## config.mk

```make
export PLATFORM = sky130hd
export DESIGN_NAME = est_entry_update
export DESIGN_NICKNAME = d
export VERILOG_FILES = /design/src/rtl/core/event_statistics_table_core_defines.svh /design/src/rtl/core/est_pkg.sv /design/src/rtl/core/est_entry_update.sv
export SDC_FILE = /design/constraint.sdc
export NUM_CORES = 2
export LEC_CHECK = 0
export BUFFER_PORTS_ARGS = -buffer_cell sky130_fd_sc_hd__buf_2
export CAP_MARGIN = 0
export CORE_AREA = 2 2 551 553
export DETAILED_ROUTE_END_ITERATION = 12
export DIE_AREA = 0 0 553 555
export PLACE_DENSITY = 0.37
export SETUP_SLACK_MARGIN = 0.4
export SYNTH_ARGS = -nofsm -noshare
export SYNTH_HDL_FRONTEND = slang
export SYNTH_SLANG_ARGS = --single-unit
```

## constraint.sdc

```tcl
create_clock -name vclk -period 19.6
set_input_delay 1.96 -clock vclk [all_inputs]
set_output_delay 1.96 -clock vclk [all_outputs]
set_load 0.005 [all_outputs]
```

## src/rtl/core/event_statistics_table_core_defines.svh

```systemverilog
// Assertion macros used by the statistics table core.
// Each macro expects a clock named clk and an active-low reset named arst_n in scope.
`ifndef EVENT_STATISTICS_TABLE_CORE_DEFINES_SVH
`define EVENT_STATISTICS_TABLE_CORE_DEFINES_SVH

// Consequent must hold in the same cycle as the antecedent.
`define EST_ASSERT_NOW(label, ante, cons, msg) \
	label: assert property (@(posedge clk) disable iff (!arst_n) (ante) |-> (cons)) \
		else $error(msg);

// Consequent must hold in the cycle after the antecedent.
`define EST_ASSERT_NEXT(label, ante, cons, msg) \
	label: assert property (@(posedge clk) disable iff (!arst_n) (ante) |=> (cons)) \
		else $error(msg);

`endif

```

## src/rtl/core/est_pkg.sv

```systemverilog
// Package for the event statistics table: sizes, mode codes and the entry type.
// Used by est_entry_update and event_statistics_table_core; depends on nothing.
`default_nettype none

package est_pkg;

	// Table geometry.
	localparam int NUM_ENTRIES = 64;
	localparam int ADDR_W      = $clog2(NUM_ENTRIES);
	localparam int IDX_W       = 6;
	localparam int VAL_W       = 64;
	localparam int MODE_W      = 3;

	// Mode codes carried in the input tuser.
	localparam logic [MODE_W-1:0] MODE_COUNT    = 3'd0;
	localparam logic [MODE_W-1:0] MODE_SIZE     = 3'd1;
	localparam logic [MODE_W-1:0] MODE_TIME     = 3'd2;
	localparam logic [MODE_W-1:0] MODE_MERGE    = 3'd3;
	localparam logic [MODE_W-1:0] MODE_SUBTRACT = 3'd4;
	localparam logic [MODE_W-1:0] MODE_READ     = 3'd5;

	// Stream widths.
	localparam int IN_DATA_W  = 520;
	localparam int OUT_DATA_W = 448;

	// One statistics entry; least and most of zero mean empty.
	typedef struct packed {
		logic [VAL_W-1:0] time_most;
		logic [VAL_W-1:0] time_least;
		logic [VAL_W-1:0] time_total;
		logic [VAL_W-1:0] size_most;
		logic [VAL_W-1:0] size_least;
		logic [VAL_W-1:0] size_total;
		logic [VAL_W-1:0] count;
	} entry_t;

	// Operation handed to the update logic.
	typedef struct packed {
		logic [MODE_W-1:0] mode;
		logic              in_range;
	} upd_op_t;

	// Outcome reported by the update logic.
	typedef struct packed {
		logic changes;
	} upd_stat_t;

endpackage

`default_nettype wire

```

## src/rtl/core/est_entry_update.sv

```systemverilog
// Combinational update of one statistics entry for one transaction.
// Depends on est_pkg for the entry type and mode codes.
`default_nettype none

module est_entry_update (
	input  est_pkg::upd_op_t               op,
	input  logic [est_pkg::VAL_W-1:0]      sample,
	input  est_pkg::entry_t                other,
	input  est_pkg::entry_t                old_entry,
	output est_pkg::entry_t                new_entry,
	output est_pkg::upd_stat_t             stat
);

	// Sample rule: zero extreme counts as empty.
	function automatic logic [est_pkg::VAL_W-1:0] smp_min(
		input logic [est_pkg::VAL_W-1:0] own, input logic [est_pkg::VAL_W-1:0] v);
		return ((own > v) || (own == '0)) ? v : own;
	endfunction

	function automatic logic [est_pkg::VAL_W-1:0] smp_max(
		input logic [est_pkg::VAL_W-1:0] own, input logic [est_pkg::VAL_W-1:0] v);
		return ((own < v) || (own == '0)) ? v : own;
	endfunction

	// Merge rule: an empty other extreme only replaces an empty own extreme.
	function automatic logic [est_pkg::VAL_W-1:0] mrg_min(
		input logic [est_pkg::VAL_W-1:0] own, input logic [est_pkg::VAL_W-1:0] oth);
		return (((oth != '0) && (own > oth)) || (own == '0)) ? oth : own;
	endfunction

	function automatic logic [est_pkg::VAL_W-1:0] mrg_max(
		input logic [est_pkg::VAL_W-1:0] own, input logic [est_pkg::VAL_W-1:0] oth);
		return (((oth != '0) && (own < oth)) || (own == '0)) ? oth : own;
	endfunction

	// Per-mode next value of the entry.
	always_comb begin
		new_entry    = old_entry;
		stat.changes = 1'b0;
		if (op.in_range) begin
			unique case (op.mode)
				est_pkg::MODE_COUNT: begin
					new_entry.count = old_entry.count + est_pkg::VAL_W'(1);
					stat.changes    = 1'b1;
				end
				est_pkg::MODE_SIZE: begin
					new_entry.size_total = old_entry.size_total + sample;
					new_entry.size_least = smp_min(old_entry.size_least, sample);
					new_entry.size_most  = smp_max(old_entry.size_most, sample);
					stat.changes         = 1'b1;
				end
				est_pkg::MODE_TIME: begin
					new_entry.time_total = old_entry.time_total + sample;
					new_entry.time_least = smp_min(old_entry.time_least, sample);
					new_entry.time_most  = smp_max(old_entry.time_most, sample);
					stat.changes         = 1'b1;
				end
				est_pkg::MODE_MERGE: begin
					new_entry.count      = old_entry.count + other.count;
					new_entry.size_total = old_entry.size_total + other.size_total;
					new_entry.time_total = old_entry.time_total + other.time_total;
					new_entry.size_least = mrg_min(old_entry.size_least, other.size_least);
					new_entry.size_most  = mrg_max(old_entry.size_most, other.size_most);
					new_entry.time_least = mrg_min(old_entry.time_least, other.time_least);
					new_entry.time_most  = mrg_max(old_entry.time_most, other.time_most);
					stat.changes         = 1'b1;
				end
				est_pkg::MODE_SUBTRACT: begin
					new_entry.count      = old_entry.count - other.count;
					new_entry.size_total = old_entry.size_total - other.size_total;
					new_entry.time_total = old_entry.time_total - other.time_total;
					stat.changes         = 1'b1;
				end
				// Read and the unused codes leave the entry alone.
				default: begin
					new_entry    = old_entry;
					stat.changes = 1'b0;
				end
			endcase
		end
	end

endmodule

`default_nettype wire

```

[Yosys cells after proc, flatten, opt, wreduce, memory -nomap -nowiden]
Cells that the tools add are included.
Word-level totals
  word-level logic and storage cells: 59
  output and inout port bits: 449
  flip-flop bits (word level): 0
Operators by class
  add/sub/neg operators: 9
  equality and inequality tests: 4
  reductions and logical operators: 22
  $lt $le $gt $ge: 8
  mux-type cells: 16
Operators by type and width (count)
  $pmux W64 S3: 3
  $mux W64: 8
  $pmux W128 S2: 2
  $mux W448: 1
  $add A64 B64 Y64: 5
  $gt A64 B64 Y1: 4
  $logic_not A64 Y1: 4
  $lt A64 B64 Y1: 4
  $reduce_bool A64 Y1: 4
  $sub A64 B64 Y64: 3
  $add A64 B1 Y64 const B: 1
  $logic_or A1 B1 Y1: 8
  $eq A3 B2 Y1 const B: 2
  $reduce_or A5 Y1: 1
  $logic_and A1 B1 Y1: 4
  $eq A3 B1 Y1 const B: 1
  $eq A3 B3 Y1 const B: 1
  $logic_not A3 Y1: 1
  $mux W1: 2

[Depth between registers and ports, before layout]
  depth in word-level cells: 6
  gate-level depth with buffers: 26
  depth with buffers taken out: 25

[Worst setup path after synthesis]
No wires, ideal clock.
  path type: in2out
  start: in other[256] (netlist bit)
  end: out new_entry[314] (netlist bit)
  buffers on the path: 1
  stages on the path: 22
  data required time: 17.640 ns
  slack: 10.613 ns
  arrival: 7.027 ns
  path through: inv_1 ha_1 or3b_2 or4_1 or4_1 or3_1 nor3_1 a21oi_1 a21oi_1 a21oi_1 ha_1 clkbuf_1 nand2_1 o21ai_0 a21o_1 a2111oi_0 a21oi_1 a221o_1 a311o_1 a31oi_1 xor2_1 o21ai_0
RTL lines
  start: declaration: RTL line est_entry_update.sv:8  | input est_pkg::entry_t other,
  end: declaration: RTL line est_entry_update.sv:10  | output est_pkg::entry_t new_entry,

==> reports/qor.tcl <==
set qor(status) {finished with violations}
set qor(failed_checks) {capacitance limit}
set qor(holdBufCountCts) 0
set qor(fin_total_pwr_mw) 1.64
set qor(relSlewSlack_pct) 0.169
set qor(final_routed_wirelength_um) 404000
set qor(setup_viol_count_final) 0
set qor(multi_input_area_um2) 36100
set qor(placed_area_um2) 50600
set qor(cpMostUsedCell) {sky130_fd_sc_hd__nor2_1}
set qor(grt_antenna_before_repair) 276
set qor(cp.arrival_ps) 9690
set qor(hold_end) {new_entry[319]}
set qor(synth.area.mux_share_pct) 1.98
set qor(worstPathCellList) {buf_2, nor4_1, nand4_1, nor3_1, nand2b_1, nor2_1, nand3_1, xnor2_1, nor2_1, a211oi_1, ha_1, nand2_1, or4_1, nor2_1, nand2_1, a21oi_1, o41ai_1, o31ai_1, o2111ai_1, a2111oi_0, a31oi_1, o211ai_1, buf_2}
set qor(synth_cells) 5846
set qor(top_level_ports) 1413
set qor(drtPass1Iterations) 6
set qor(worst-path-max-fanout) 9
set qor(yosysUniqueCellTypes) 101
set qor(layout.cells.most_common) {sky130_fd_sc_hd__buf_2}
set qor(post_synth_instance_area_um2) 38400
set qor(final-seq-area_um2) 0
set qor(first_global_vias) 53600
set qor(antenna_violating_nets_post_route) 0
set qor(p_leak_nw) 24.2
set qor(die_width_um) 553
set qor(design.die.area_um2) 307000
set qor(synth_warnings) 0
set qor(detailroute.via_count) 55100
set qor(drv_slew) 0
set qor(areaGrowthSynthToFinish_pct) 32.6
set qor(initial_utilization_pct) 12.7
set qor(final.min_clock_period_ps) 11650
set qor(hold_path_class) {in2out}
set qor(n_clock_buffer) 0
set qor(synthAdderAreaFrac_pct) 23.0
set qor(layoutNonFillerInstCount) 11200
set qor(vdd_drop_max_uv) 13.6
set qor(groute.usage.overall_pct) 24.9
set qor(drive_gt1_share_pct) 23.2
set qor(route.detailed.vias_per_inst) 4.92
set qor(min_path_cells) 3
set qor(max_cap_violations) 1
set qor(grt_start_max_net_pins) 72
set qor(buffer_ports.inserted) 1413
set qor(timing_hold_violations_final) 0
set qor(synth_top_cells_by_area) {sky130_fd_sc_hd__ha_1 (23%), sky130_fd_sc_hd__a21o_1 (7.0%), sky130_fd_sc_hd__nand2_1 (6.3%)}
set qor(pre_cts_ws_ps) 7650
set qor(post-route-drc-count) 0
set qor(worst_slew_pin_slew_ps) 1490
set qor(mostFrequentLayoutCells) {sky130_fd_sc_hd__buf_2 (1412), sky130_fd_sc_hd__ha_1 (701), sky130_fd_sc_hd__nand2_1 (642), sky130_fd_sc_hd__o21ai_0 (469), sky130_fd_sc_hd__a21oi_1 (467)}
set qor(setup_slack_ps) 7950
set qor(rows) 202
set qor(design.seq.count) 0
set qor(setup.worst_path.start_class) {input port}
set qor(avgSynthCellArea_um2) 6.56
set qor(grt_pass1_wl_um) 517000
set qor(worstPathRequired_ps) 17640
set qor(finalSetupTns_ps) 0
set qor(critical_path.max_stage_delay_ps) 760
set qor(gp_congestion) 0.979
set qor(holdCritStartpoint) {old_entry[319]}
set qor(synthXorXnorAreaFrac_pct) 5.32
set qor(synth_top_family_by_area) {compound AO/OA/AOI/OAI gates}
set qor(maxClockFrequency_mhz) 85.8
set qor(worstSetupPathType) {in2out}
set qor(post-synth-top-area-fraction_pct) 22.9
set qor(synth_compound_area_share_pct) 36.8
set qor(drt_first_iter_violations) 4657
set qor(cts_setup_buffers) 0
set qor(synthSimpleGateAreaFrac_pct) 25.9
set qor(power_per_cell_area_nw_per_um2) 32.3
set qor(dp.cells) 11100
set qor(cpMaxStageDelayCell) {sky130_fd_sc_hd__nor3_1}
set qor(finalNetCount) 8750
set qor(hpwl_um) 358000
set qor(setup_repair_after_global_routing_missed_its_margin) {false}
set qor(fillers) 35000
set qor(wire_per_inst_um) 36.1
set qor(grt_overflow) 0
set qor(synth.net_count) 7514
set qor(core_area_um2) 301000
set qor(dieHeight_um) 555
set qor(cp-end-kind) {primary output}
set qor(cts_repair_resize_count) 0
set qor(final_min_period_over_clock_period_pct) 59.5
set qor(final_design_area_no_fill_um2) 50900
set qor(synth_sequential_area_ratio_pct) 0
set qor(synthDominantAreaCellType) {sky130_fd_sc_hd__ha_1}
## critical path: cells and delay by family
kind                       cells  cell delay [ps]
and+or+nand+nor               11             4210
buffers and inverters          2              430
adders and majority gates      1              410
xor gates and xnor gates       1              310
AOI/OAI and AO/OA              8             2330
## Yosys cell counts (all sizes together), types with 29 or more instances
library cell,n
nand2b,46
a21oi,468
nand3,111
nor2,437
a22o,128
o211ai,34
o31ai,38
clkbuf,272
o21bai,34
ha,701
or3,55
xnor2,154
a21o,360
nand4,188
or4,30
a31oi,84
a22oi,65
a221o,135
inv,394
mux2i,68
o21a,30
buf,30
nand2,647
nor2b,58
nor4,207
nor3,121
o22ai,29
a211oi,42
o21ai,491
xor2,79
## worst max path at each step
stage | startpoint | endpoint | slack [ps] | depth (start not counted)
4_1_cts | sample[0] | new_entry[125] | 7610 | 21
5_1_grt | sample[0] | new_entry[125] | 7300 | 23
2_1_floorplan | other[256] | new_entry[314] | 10610 | 22
3_5_place_dp | sample[0] | new_entry[125] | 7650 | 21
6_report | sample[0] | new_entry[125] | 7950 | 23
3_3_place_gp | sample[1] | new_entry[125] | 7320 | 23
## metal layers
layer / share of wire, % / up-vias / GRT usage, %
met5: 0.20 / - / 0
li1: - / 24800 / -
met4: 7.8 / 124 / 16.2
met3: 6.4 / 794 / 4.79
met1: 36 / 26600 / 26.0
met2: 50 / 2700 / 45.4
## area by class of cell
cell class	count	area share [%]
inverter	394	2.91
multi-input combinational	5149	70.9
antenna	128	0.630
timing repair buffer	1537	15.7
tap	3978	9.78
## through the flow
step,hold slack (ps),utilization [%]
2_1_floorplan,3980,-
3_3_place_gp,4190,16.8
3_5_place_dp,4180,16.8
4_1_cts,4180,16.8
5_1_grt,4190,16.8
6_report,4180,16.9
## where the power goes
part	switching, mW	internal, mW
Combinational	1.08	0.561
Sequential	0	0
Clock	0	0.000000552
Total	1.08	0.561
## cell families after synthesis
| kind of cell | count (synthesis) |
|---|---|
| and+or+nand+nor | 2023 |
| xor gates and xnor gates | 233 |
| adders and majority gates | 704 |
| buffers and inverters | 697 |
| muxes | 75 |
| AOI/OAI and AO/OA | 2114 |
(Power assumes the default switching activity.)
